File: src/hdl/sid_pkg.sv
// Shared constants and control types for the signed integer divider.
package sid_pkg;

  // Default operand width
  localparam int unsigned SID_DATA_WIDTH = 32;

  // Sequencer to cell row: start a request, run one shift-subtract step
  typedef struct packed {
    logic load;
    logic step;
  } sid_ctl_t;

  // Row to each cell: the sequencer controls plus this step's subtract decision
  typedef struct packed {
    logic load;
    logic step;
    logic sub;
  } sid_cell_ctl_t;

endpackage

File: src/hdl/signed_integer_divider.sv
// Top level of the signed integer divider: sequencer, sign handling, output register.
// Signed divider, quotient truncated toward zero, no remainder. For each request the operands
// are taken and their magnitudes loaded into a row of DATA_WIDTH bit-slice cells, then
// DATA_WIDTH restoring shift-subtract steps run through that row (one quotient bit per cycle),
// then a sign fix-up writes the result into the output register once that register is free.
// The row holds one request at a time, so a new request is taken once the previous one has
// left the row; a finished result may still wait in the output register meanwhile. Flags in
// m_tuser_o: overflowed (most negative over minus one, quotient saturated to the largest
// positive value) and divide_by_zero (quotient is then the largest positive value).
module signed_integer_divider import sid_pkg::*; #(
  parameter int unsigned DATA_WIDTH = SID_DATA_WIDTH,
  localparam int unsigned IN_W  = ((2 * DATA_WIDTH + 7) / 8) * 8,
  localparam int unsigned OUT_W = ((DATA_WIDTH + 7) / 8) * 8
) (
  input  logic             clk_i,
  input  logic             rst_ni,
  input  logic             s_tvalid_i,
  output logic             s_tready_o,
  input  logic [IN_W-1:0]  s_tdata_i,   // dividend, divisor, zero fill
  output logic             m_tvalid_o,
  input  logic             m_tready_i,
  output logic [OUT_W-1:0] m_tdata_o,   // quotient, zero fill
  output logic [1:0]       m_tuser_o    // overflowed, divide_by_zero
);

  localparam int unsigned CNT_W = $clog2(DATA_WIDTH);
  localparam logic [DATA_WIDTH-1:0] MAX_POS = {1'b0, {(DATA_WIDTH - 1){1'b1}}};

  typedef enum logic [2:0] {
    S_IDLE = 3'b001,
    S_RUN  = 3'b010,
    S_DONE = 3'b100
  } sid_state_e;

  sid_state_e            state_q, state_d;
  logic [CNT_W-1:0]      cnt_q, cnt_d;
  logic                  neg_q, neg_d;
  logic                  dbz_q, dbz_d;
  logic                  out_vld_q, out_vld_d;
  logic [DATA_WIDTH-1:0] out_q, out_d;
  logic                  ovf_out_q, ovf_out_d;
  logic                  dbz_out_q, dbz_out_d;

  logic [DATA_WIDTH-1:0] dvd;
  logic [DATA_WIDTH-1:0] dvs;
  logic [DATA_WIDTH-1:0] dvd_mag;
  logic [DATA_WIDTH-1:0] dvs_mag;
  logic [DATA_WIDTH-1:0] quo_mag;
  logic [DATA_WIDTH-1:0] quo_res;
  logic                  ovf;
  logic                  accept;
  logic                  out_load;
  sid_ctl_t              ctl;

  // Operand magnitudes
  assign dvd     = s_tdata_i[DATA_WIDTH-1:0];
  assign dvs     = s_tdata_i[2*DATA_WIDTH-1:DATA_WIDTH];
  assign dvd_mag = dvd[DATA_WIDTH-1] ? (~dvd + DATA_WIDTH'(1)) : dvd;
  assign dvs_mag = dvs[DATA_WIDTH-1] ? (~dvs + DATA_WIDTH'(1)) : dvs;

  assign s_tready_o = (state_q == S_IDLE);
  assign accept     = s_tvalid_i && s_tready_o;

  assign ctl.load = accept;
  assign ctl.step = (state_q == S_RUN);

  sid_row #(
    .DATA_WIDTH (DATA_WIDTH)
  ) u_row (
    .clk_i (clk_i),
    .ctl_i (ctl),
    .num_i (dvd_mag),
    .den_i (dvs_mag),
    .quo_o (quo_mag)
  );

  // Sign fix-up and saturation
  assign ovf = !neg_q && quo_mag[DATA_WIDTH-1];
  always_comb begin
    if (dbz_q || ovf) begin
      quo_res = MAX_POS;
    end else if (neg_q) begin
      quo_res = ~quo_mag + DATA_WIDTH'(1);
    end else begin
      quo_res = quo_mag;
    end
  end

  assign out_load = (state_q == S_DONE) && (!out_vld_q || m_tready_i);

  // Sequencer
  always_comb begin
    state_d = state_q;
    cnt_d   = cnt_q;
    neg_d   = neg_q;
    dbz_d   = dbz_q;
    unique case (state_q)
      S_IDLE: begin
        if (accept) begin
          state_d = S_RUN;
          cnt_d   = CNT_W'(DATA_WIDTH - 1);
          neg_d   = dvd[DATA_WIDTH-1] ^ dvs[DATA_WIDTH-1];
          dbz_d   = (dvs == '0);
        end
      end
      S_RUN: begin
        if (cnt_q == '0) begin
          state_d = S_DONE;
        end else begin
          cnt_d = cnt_q - CNT_W'(1);
        end
      end
      S_DONE: begin
        if (out_load) begin
          state_d = S_IDLE;
        end
      end
      default: begin
        state_d = S_IDLE;
      end
    endcase
  end

  // Output register
  always_comb begin
    out_vld_d = out_vld_q;
    out_d     = out_q;
    ovf_out_d = ovf_out_q;
    dbz_out_d = dbz_out_q;
    if (out_load) begin
      out_vld_d = 1'b1;
      out_d     = quo_res;
      ovf_out_d = ovf && !dbz_q;
      dbz_out_d = dbz_q;
    end else if (m_tready_i) begin
      out_vld_d = 1'b0;
    end
  end

  always_ff @(posedge clk_i or negedge rst_ni) begin
    if (!rst_ni) begin
      state_q   <= S_IDLE;
      cnt_q     <= '0;
      neg_q     <= 1'b0;
      dbz_q     <= 1'b0;
      out_vld_q <= 1'b0;
    end else begin
      state_q   <= state_d;
      cnt_q     <= cnt_d;
      neg_q     <= neg_d;
      dbz_q     <= dbz_d;
      out_vld_q <= out_vld_d;
    end
  end

  always_ff @(posedge clk_i) begin
    out_q     <= out_d;
    ovf_out_q <= ovf_out_d;
    dbz_out_q <= dbz_out_d;
  end

  assign m_tvalid_o = out_vld_q;
  assign m_tdata_o  = OUT_W'(out_q);
  assign m_tuser_o  = {dbz_out_q, ovf_out_q};

  // Checks
  a_accept_runs: assert property (@(posedge clk_i) disable iff (!rst_ni)
    accept |=> (state_q == S_RUN) && (cnt_q == CNT_W'(DATA_WIDTH - 1)))
    else $error("accepted request did not start the shift-subtract run");

  a_cnt_steps: assert property (@(posedge clk_i) disable iff (!rst_ni)
    (state_q == S_RUN) && (cnt_q != '0) |=> (state_q == S_RUN) && (cnt_q == $past(cnt_q) - CNT_W'(1)))
    else $error("step counter skipped during run");

  a_run_ends: assert property (@(posedge clk_i) disable iff (!rst_ni)
    (state_q == S_RUN) && (cnt_q == '0) |=> (state_q == S_DONE))
    else $error("run did not end after the last quotient bit");

  a_flags_excl: assert property (@(posedge clk_i) disable iff (!rst_ni)
    m_tvalid_o |-> !(m_tuser_o[0] && m_tuser_o[1]))
    else $error("overflow and divide-by-zero flagged together");

  a_sat_value: assert property (@(posedge clk_i) disable iff (!rst_ni)
    m_tvalid_o && (m_tuser_o[0] || m_tuser_o[1]) |-> (out_q == MAX_POS))
    else $error("flagged result is not the largest positive value");

endmodule

File: src/hdl/sid_cell.sv
// One bit slice of the divider: remainder, quotient/dividend and divisor bits.
module sid_cell import sid_pkg::*; (
  input  logic          clk_i,
  input  sid_cell_ctl_t ctl_i,
  input  logic          ld_num_i,    // dividend magnitude bit at load
  input  logic          ld_den_i,    // divisor magnitude bit at load
  input  logic          r_shift_i,   // remainder bit from the lower neighbor
  input  logic          q_shift_i,   // quotient bit from the lower neighbor
  input  logic          borrow_i,    // borrow from the lower neighbor
  output logic          r_o,
  output logic          q_o,
  output logic          borrow_o
);

  logic r_q, r_d;
  logic q_q, q_d;
  logic d_q, d_d;
  logic diff;

  // Full subtractor on the shifted remainder bit
  assign diff     = r_shift_i ^ d_q ^ borrow_i;
  assign borrow_o = (~r_shift_i & d_q) | (~(r_shift_i ^ d_q) & borrow_i);

  // Next state: load a new request, or shift and conditionally subtract
  always_comb begin
    r_d = r_q;
    q_d = q_q;
    d_d = d_q;
    if (ctl_i.load) begin
      r_d = 1'b0;
      q_d = ld_num_i;
      d_d = ld_den_i;
    end else if (ctl_i.step) begin
      r_d = ctl_i.sub ? diff : r_shift_i;
      q_d = q_shift_i;
    end
  end

  always_ff @(posedge clk_i) begin
    r_q <= r_d;
    q_q <= q_d;
    d_q <= d_d;
  end

  assign r_o = r_q;
  assign q_o = q_q;

endmodule

File: src/hdl/sid_row.sv
// Row of divider bit slices linked by shift and borrow chains.
module sid_row import sid_pkg::*; #(
  parameter int unsigned DATA_WIDTH = SID_DATA_WIDTH
) (
  input  logic                  clk_i,
  input  sid_ctl_t              ctl_i,
  input  logic [DATA_WIDTH-1:0] num_i,   // dividend magnitude
  input  logic [DATA_WIDTH-1:0] den_i,   // divisor magnitude
  output logic [DATA_WIDTH-1:0] quo_o    // quotient magnitude after the last step
);

  logic [DATA_WIDTH-1:0] r;
  logic [DATA_WIDTH-1:0] q;
  logic [DATA_WIDTH-1:0] borrow;
  logic [DATA_WIDTH-1:0] r_in;
  logic [DATA_WIDTH-1:0] q_in;
  logic [DATA_WIDTH-1:0] b_in;
  sid_cell_ctl_t         cell_ctl;

  // Shifted remainder >= divisor when no borrow leaves the top slice
  assign cell_ctl.load = ctl_i.load;
  assign cell_ctl.step = ctl_i.step;
  assign cell_ctl.sub  = ~borrow[DATA_WIDTH-1];

  // Neighbor links: the dividend MSB enters the remainder, the decision enters the quotient
  assign r_in = {r[DATA_WIDTH-2:0], q[DATA_WIDTH-1]};
  assign q_in = {q[DATA_WIDTH-2:0], cell_ctl.sub};
  assign b_in = {borrow[DATA_WIDTH-2:0], 1'b0};

  for (genvar i = 0; i < DATA_WIDTH; i++) begin : g_cell
    sid_cell u_cell (
      .clk_i     (clk_i),
      .ctl_i     (cell_ctl),
      .ld_num_i  (num_i[i]),
      .ld_den_i  (den_i[i]),
      .r_shift_i (r_in[i]),
      .q_shift_i (q_in[i]),
      .borrow_i  (b_in[i]),
      .r_o       (r[i]),
      .q_o       (q[i]),
      .borrow_o  (borrow[i])
    );
  end

  assign quo_o = q;

endmodule

File: config.mk
export PLATFORM = sky130hd
export DESIGN_NAME = signed_integer_divider
export DESIGN_NICKNAME = d
export VERILOG_FILES = /design/src/hdl/sid_pkg.sv /design/src/hdl/signed_integer_divider.sv /design/src/hdl/sid_cell.sv /design/src/hdl/sid_row.sv
export SDC_FILE = /design/constraint.sdc
export NUM_CORES = 1
export LEC_CHECK = 0
export BUFFER_PORTS_ARGS = -buffer_cell sky130_fd_sc_hd__buf_2
export CAP_MARGIN = 25
export CORE_MARGIN = 5
export CORE_UTILIZATION = 31
export DETAILED_ROUTE_END_ITERATION = 16
export PLACE_DENSITY = 0.54
export SYNTH_ARGS = -nofsm -noshare
export SYNTH_HDL_FRONTEND = slang
export SYNTH_SLANG_ARGS = --single-unit
export TNS_END_PERCENT = 100
File: constraint.sdc
create_clock -name clk_i -period 14.43 [get_ports clk_i]
set_input_delay 0.7215 -clock clk_i [delete_from_list [all_inputs] [get_ports clk_i]]
set_output_delay 0.7215 -clock clk_i [all_outputs]
set_load 0.005 [all_outputs]
* After elaboration in Yosys (flattened, before gate mapping)
Cells that the tools add are included.
** Word-level totals
- Logic and storage cells :: 462
- Flip-flop bits (word level) :: 140
- Input port bits :: 68
- Output and inout port bits :: 36
** Operators by class
- Multiplexer cells :: 107
- $add $sub $neg :: 4
- Reduce and logical (&&, ||, !) cells :: 17
- Bitwise logic cells :: 224
- Eq/ne operators :: 7
** Operator list (number)
- 2-to-1 mux 1 bit :: 97
- adder 32 x 1 -> 32 bit, second input constant :: 3
- inverter 32 bit :: 3
- 2-to-1 mux 32 bit :: 2
- inverter 1 bit :: 64
- AND 1 bit :: 63
- XOR 1 bit :: 63
- zero test 32 bit :: 1
- 2-to-1 mux 31 bit :: 1
- bitwise OR 1 bit :: 31
- 2-to-1 mux 5 bit :: 2
- one-hot mux 5 bit (2 select lines) :: 1
- 2-to-1 mux 3 bit :: 3
- one-hot mux 3 bit (3 select lines) :: 1
- AND reduction 3 bit :: 2
- nonzero test 2 bit :: 3
- zero test 5 bit :: 1
- subtractor 5 x 1 -> 5 bit, second input constant :: 1
- logical AND 1 bit :: 4
- inequality test 2 x 1 -> 1 bit, second input constant :: 2
- inequality test 2 bit, second input constant :: 2
- == test 3 x 1 -> 1 bit, second input constant :: 1
- == test 3 x 2 -> 1 bit, second input constant :: 1
- == test 3 bit, second input constant :: 1
- 3 further kinds :: 6

* Depth between registers and ports, before layout
- Depth in word-level cells :: 67
- Gate-level depth with buffers :: 39
- Gate-level depth less buffers :: 38

* Modules after synthesis
A second synthesis with hierarchy kept.
** Unflattened totals
- Cell total of the unflattened synthesis :: 799
- Area total of the unflattened synthesis :: 8629.5 um2
** By module, submodules not included
- sid_cell :: times used 32, area an instance 155.1 um2, sequential area each 80.1 um2, cells each 12
- signed_integer_divider :: times used 1, area an instance 3657.3 um2, sequential area each 1297.5 um2, cells each 413
- sid_row :: times used 1, area an instance 7.5 um2, sequential area each 0.0 um2, cells each 2

* Least setup slack after synthesis
No wires, ideal clock.
- Path type :: register to register
- Start point :: register u_row.g_cell[31].u_cell.q_q
- End point :: register u_row.g_cell[3].u_cell.r_q
- Stages on the path, launching flop included :: 40
- Arrival :: 12697 ps
- Library setup time :: 131 ps
- Clock period less this slack :: 12829 ps
- Slack :: 1601 ps
- Required time :: 14299 ps
- Buffers on the path :: 1
- Path through :: edfxtp_1 inv_1 ha_1 inv_1 fa_1 inv_1 fa_1 fa_1 fa_1 fa_1 fa_1 fa_1 fa_1 fa_1 fa_1 fa_1 fa_1 fa_1 [... 4 more ...] fa_1 fa_1 fa_1 fa_1 fa_1 fa_1 fa_1 fa_1 fa_1 fa_1 fa_1 fa_1 fa_1 a21oi_1 clkbuf_1 nand2_1 o21ai_0 o21ai_0
** Between the ends
- Word-level cells in the longest chain between the ends :: 65
- Elaborated cells on any way between the ends :: 66
- Those cells by class :: 1 x mux; 65 x bitwise
** Ends and longest elaborated chain
- from (decl) :: line sid_cell.sv:16 : logic q_q, q_d;
- from (signal assigned) :: line sid_cell.sv:41 : q_q <= q_d;
- inverter 1 bit (*) :: line sid_cell.sv:22 : assign borrow_o = (~r_shift_i & d_q) | (~(r_shift_i ^ d_q) & borrow_i);
- AND 1 bit (*) (2 in a row) :: line sid_cell.sv:22
- bitwise OR 1 bit (*) :: line sid_cell.sv:22
- AND 1 bit (*) :: line sid_cell.sv:22
- bitwise OR 1 bit (*) :: line sid_cell.sv:22
- AND 1 bit :: line sid_cell.sv:22
- bitwise OR 1 bit :: line sid_cell.sv:22
- AND 1 bit :: line sid_cell.sv:22
- [... 48 more ...]
- bitwise OR 1 bit :: line sid_cell.sv:22
- AND 1 bit :: line sid_cell.sv:22
- bitwise OR 1 bit :: line sid_cell.sv:22
- AND 1 bit :: line sid_cell.sv:22
- bitwise OR 1 bit :: line sid_cell.sv:22
- AND 1 bit :: line sid_cell.sv:22
- bitwise OR 1 bit :: line sid_cell.sv:22
- 2-to-1 mux 1 bit (*) :: line sid_cell.sv:34 : r_d = ctl_i.sub ? diff : r_shift_i;
- to (signal assigned) :: line sid_cell.sv:40 : r_q <= r_d;
- to (decl) :: line sid_cell.sv:15 : logic r_q, r_d;
Mark *: on every way between the ends. The rest lies on a longest branch, timed or not.
A chain may end at the register's enable or synchronous reset.

* Final worst setup path
- Start point :: register u_row.g_cell[31].u_cell.q_q
- End point :: register u_row.g_cell[21].u_cell.r_q
** Between the ends
- Word-level cells in the longest chain between the ends :: 65
- Elaborated cells on any way between the ends :: 66
- Those cells by class :: 1 x mux; 65 x bitwise
** Ends and longest elaborated chain (line)
- inverter 1 bit (*) :: sid_cell.sv:22
- AND 1 bit (*) (2 in a row) :: sid_cell.sv:22
- bitwise OR 1 bit (*) :: sid_cell.sv:22
- AND 1 bit (*) :: sid_cell.sv:22
- bitwise OR 1 bit (*) :: sid_cell.sv:22
- AND 1 bit (*) :: sid_cell.sv:22
- bitwise OR 1 bit (*) :: sid_cell.sv:22
- AND 1 bit (*) :: sid_cell.sv:22
- [... 48 more ...]
- bitwise OR 1 bit :: sid_cell.sv:22
- AND 1 bit :: sid_cell.sv:22
- bitwise OR 1 bit :: sid_cell.sv:22
- AND 1 bit :: sid_cell.sv:22
- bitwise OR 1 bit :: sid_cell.sv:22
- AND 1 bit :: sid_cell.sv:22
- bitwise OR 1 bit :: sid_cell.sv:22
- 2-to-1 mux 1 bit (*) :: sid_cell.sv:34
- to (signal assigned) :: sid_cell.sv:40
- to (decl) :: sid_cell.sv:15
Marks and branches as above.

==> flow_summary.json <==
{
  "antenna_found_initial": 9,
  "cts_sinks": 140,
  "root_buffer": "clkbuf_16",
  "cpMostUsedCell": "fa_1",
  "powerDensity_mw_per_mm2": 186,
  "postSynthAreaPerCell_sq_um": 10.2,
  "synth.area.top_cells": "edfxtp_1 (37%), dfxtp_1 (7.8%), fa_1 (7.5%)",
  "synthTopCellsByCount": "o21ai_0 (120), nand2_1 (115), edfxtp_1 (98), xor2_1 (55), inv_1 (47)",
  "nFillCells": 2555,
  "dp_cells": 1178,
  "worstPathArrival_ns": 13.79,
  "synth-seq-cells": 140,
  "synth_area_leader_cell": "edfxtp_1",
  "drc": 0,
  "rr_worst_depth": 39,
  "io_pins": 104,
  "grt_usage_pct": 12.8,
  "grt_setup_unrepaired": "no",
  "ys.warnings.count": 0,
  "drt-initial-drc-count": 318,
  "min_period_ns": 13.51,
  "cp_max_fo": 18,
  "setup_viol": 0,
  "drive_gt1_share_pct": 18.2,
  "rrSetupSlack_ns": 0.92,
  "stdcell_area_sq_mm": 0.00940,
  "synth_ff_type": "edfxtp_1",
  "fin_crit_sh_pct": 93.6,
  "reg2reg_to": "u_row.g_cell[21].u_cell.r_o",
  "crit_start": "u_row.g_cell[31].u_cell.q_o",
  "slowest_delay_ns": 0.42,
  "clk_latency_ns": 0.43,
  "netlist.area_leader.share_pct": 36.9,
  "synth.distinct_cells": 44,
  "cp_num_buf_inv": 4,
  "drv_slew": 0,
  "max_slew_margin_pct": 37.7,
  "criticalPathCategory": "flip-flop to flip-flop",
  "via_count": 5856,
  "status": "finished clean",
  "p_leak_nw": 3.37,
  "place_ws_ns": 0.943,
  "synth.most_common_cell": "o21ai_0",
  "required_ns": 14.71,
  "fin_skew_ns": 0.0105,
  "grt_max_degree": 100,
  "start_util_pct": 31.6,
  "start_kind": "flip-flop",
  "cts-hold-fix-buffers": 0,
  "cp-endpoint": "u_row.g_cell[21].u_cell.r_o",
  "finalHoldViolCount": 0,
  "fin_nets": 972,
  "final_util_pct": 37.2,
  "path_clk_slew_ns": 0.07,
  "p_total_mw": 1.75,
  "irDropWorstVdd_mv": 0.0636,
  "drt-vias-per-instance": 4.83,
  "maxCapViolations": 0,
  "rr_startpoint": "u_row.g_cell[31].u_cell.q_o",
  "tns_ns": 0,
  "dp.final_hpwl_mm": 13.1,
  "worstMarginPinSlew_ns": 0.934,
  "fin_hold_ws_ns": 0.177,
  "cp_top_family": "adder cells",
  "cts.repair.resized": 0,
  "finalWorstSetupSlack_ns": 0.920,
  "ant_nets": 0,
  "crit_cells": 39,
  "cts_tree": "yes",
  "place_congestion": 0.772,
  "placed_area_sq_mm": 0.00882,
  "worstSetupEndpointType": "flip-flop",
  "max_freq_mhz": 74.0,
  "hold_path_class": "input pin to async pin",
  "multi_input_area_sq_mm": 0.00381,
  "syn_nets": 889,
  "drt-total-wl_mm": 17.9,
  "cts_buffers": 17,
  "first_pass_iters": 5,
  "grt-ovfl-total": 0,
  "portBuffers": 103,
  "syn_inst": 784,
  "synth_edf_count": 98,
  "area_delta_synth_final_pct": 17.8,
  "grt_pass1_wl_mm": 30.0,
  "cts_setup_buffers": 0,
  "syn_area_sq_mm": 0.00798,
  "cp_slowest_cell": "fa_1",
  "row_count": 58,
  "seq_area_sq_mm": 0.00384,
  "synthArstFlopShare_pct": 7.86,
  "htreeDepth": 4,
  "core_sq_mm": 0.0253,
  "die_area_sq_mm": 0.0290,
  "clk_path_buf_depth": 2,
  "die_h_um": 170,
  "ys_seq_area_share_pct": 48.1,
  "wl_per_cell_um": 14.8,
  "grt_pass1_vias": 5760,
  "fin_cells": 1213,
  "die_x_um": 170
}
-- report_power, final --
| part | internal (mW) | switching, mW |
|---|---|---|
| clock network | 0.229 | 0.193 |
| registers | 0.609 | 0.123 |
| logic | 0.244 | 0.348 |
| total | 1.08 | 0.664 |
-- placed cells by master, fill, tap and decap left out, types with 12 or more instances in the layout --
| cell type | n |
|---|---|
| nand3_1 | 38 |
| edfxtp_1 | 98 |
| o21ai_0 | 120 |
| o41ai_1 | 23 |
| o31ai_1 | 29 |
| xor2_1 | 55 |
| xnor2_1 | 33 |
| nand2_1 | 115 |
| nor3_1 | 12 |
| buf_2 | 103 |
| dfxtp_1 | 31 |
| fa_1 | 30 |
| inv_1 | 47 |
| clkbuf_16 | 17 |
-- flip-flops by register name (all words and copies together), names as in the netlist --
register                 flops
u_row.g_cell.u_cell.q_o     32
u_row.g_cell.u_cell.d_q     32
state_q                      3
dbz_q                        1
m_tvalid_o                   1
m_tdata_o                   32
dbz_out_q                    1
ovf_out_q                    1
neg_q                        1
cnt_q                        5
u_row.g_cell.u_cell.r_o     31
-- final cells by class --
type                            instances  area share (%)
Multi-Input combinational cell        550            40.5
Clock buffer                           17            4.53
Tap cell                              330            4.39
Sequential cell                       140            40.9
Inverter                               47            1.88
Antenna cell                            3          0.0799
Timing Repair Buffer                  111            6.26
Clock inverter                         15            1.50
-- how the worst min path moves through the flow --
stage	startpoint	endpoint	slack [ns]	depth (start not counted)
6_report	rst_ni	cnt_q[2]	0.18	1
5_1_grt	rst_ni	m_tvalid_o	0.18	1
4_1_cts	rst_ni	cnt_q[1]	0.17	1
3_5_place_dp	u_row.g_cell[30].u_cell.r_o	u_row.g_cell[30].u_cell.r_o	0.48	2
3_3_place_gp	u_row.g_cell[30].u_cell.r_o	u_row.g_cell[30].u_cell.r_o	0.46	2
2_1_floorplan	rst_ni	cnt_q[0]	0.43	0
-- layer usage --
metal / GRT usage, % / routed length (um) / vias to the layer above
li1: - / - / 2971
met1: 17.7 / 8510 / 2723
met2: 19.3 / 8060 / 120
met3: 3.72 / 1010 / 30
met4: 4.62 / 284 / 12
met5: 0 / 80 / -
-- logic make-up after synthesis --
family | Yosys count | share of synthesized area, %
multiplexers | 3 | 0.376
flip-flops | 140 | 48.1
AND/OR/NAND/NOR | 238 | 14.7
AO/OA/AOI/OAI | 184 | 13.9
adder cells (fa/ha/maj) | 37 | 8.63
XOR/XNOR | 88 | 9.66
buffers and inverters | 94 | 4.55
No activity file was read; power rests on OpenSTA's default activity.
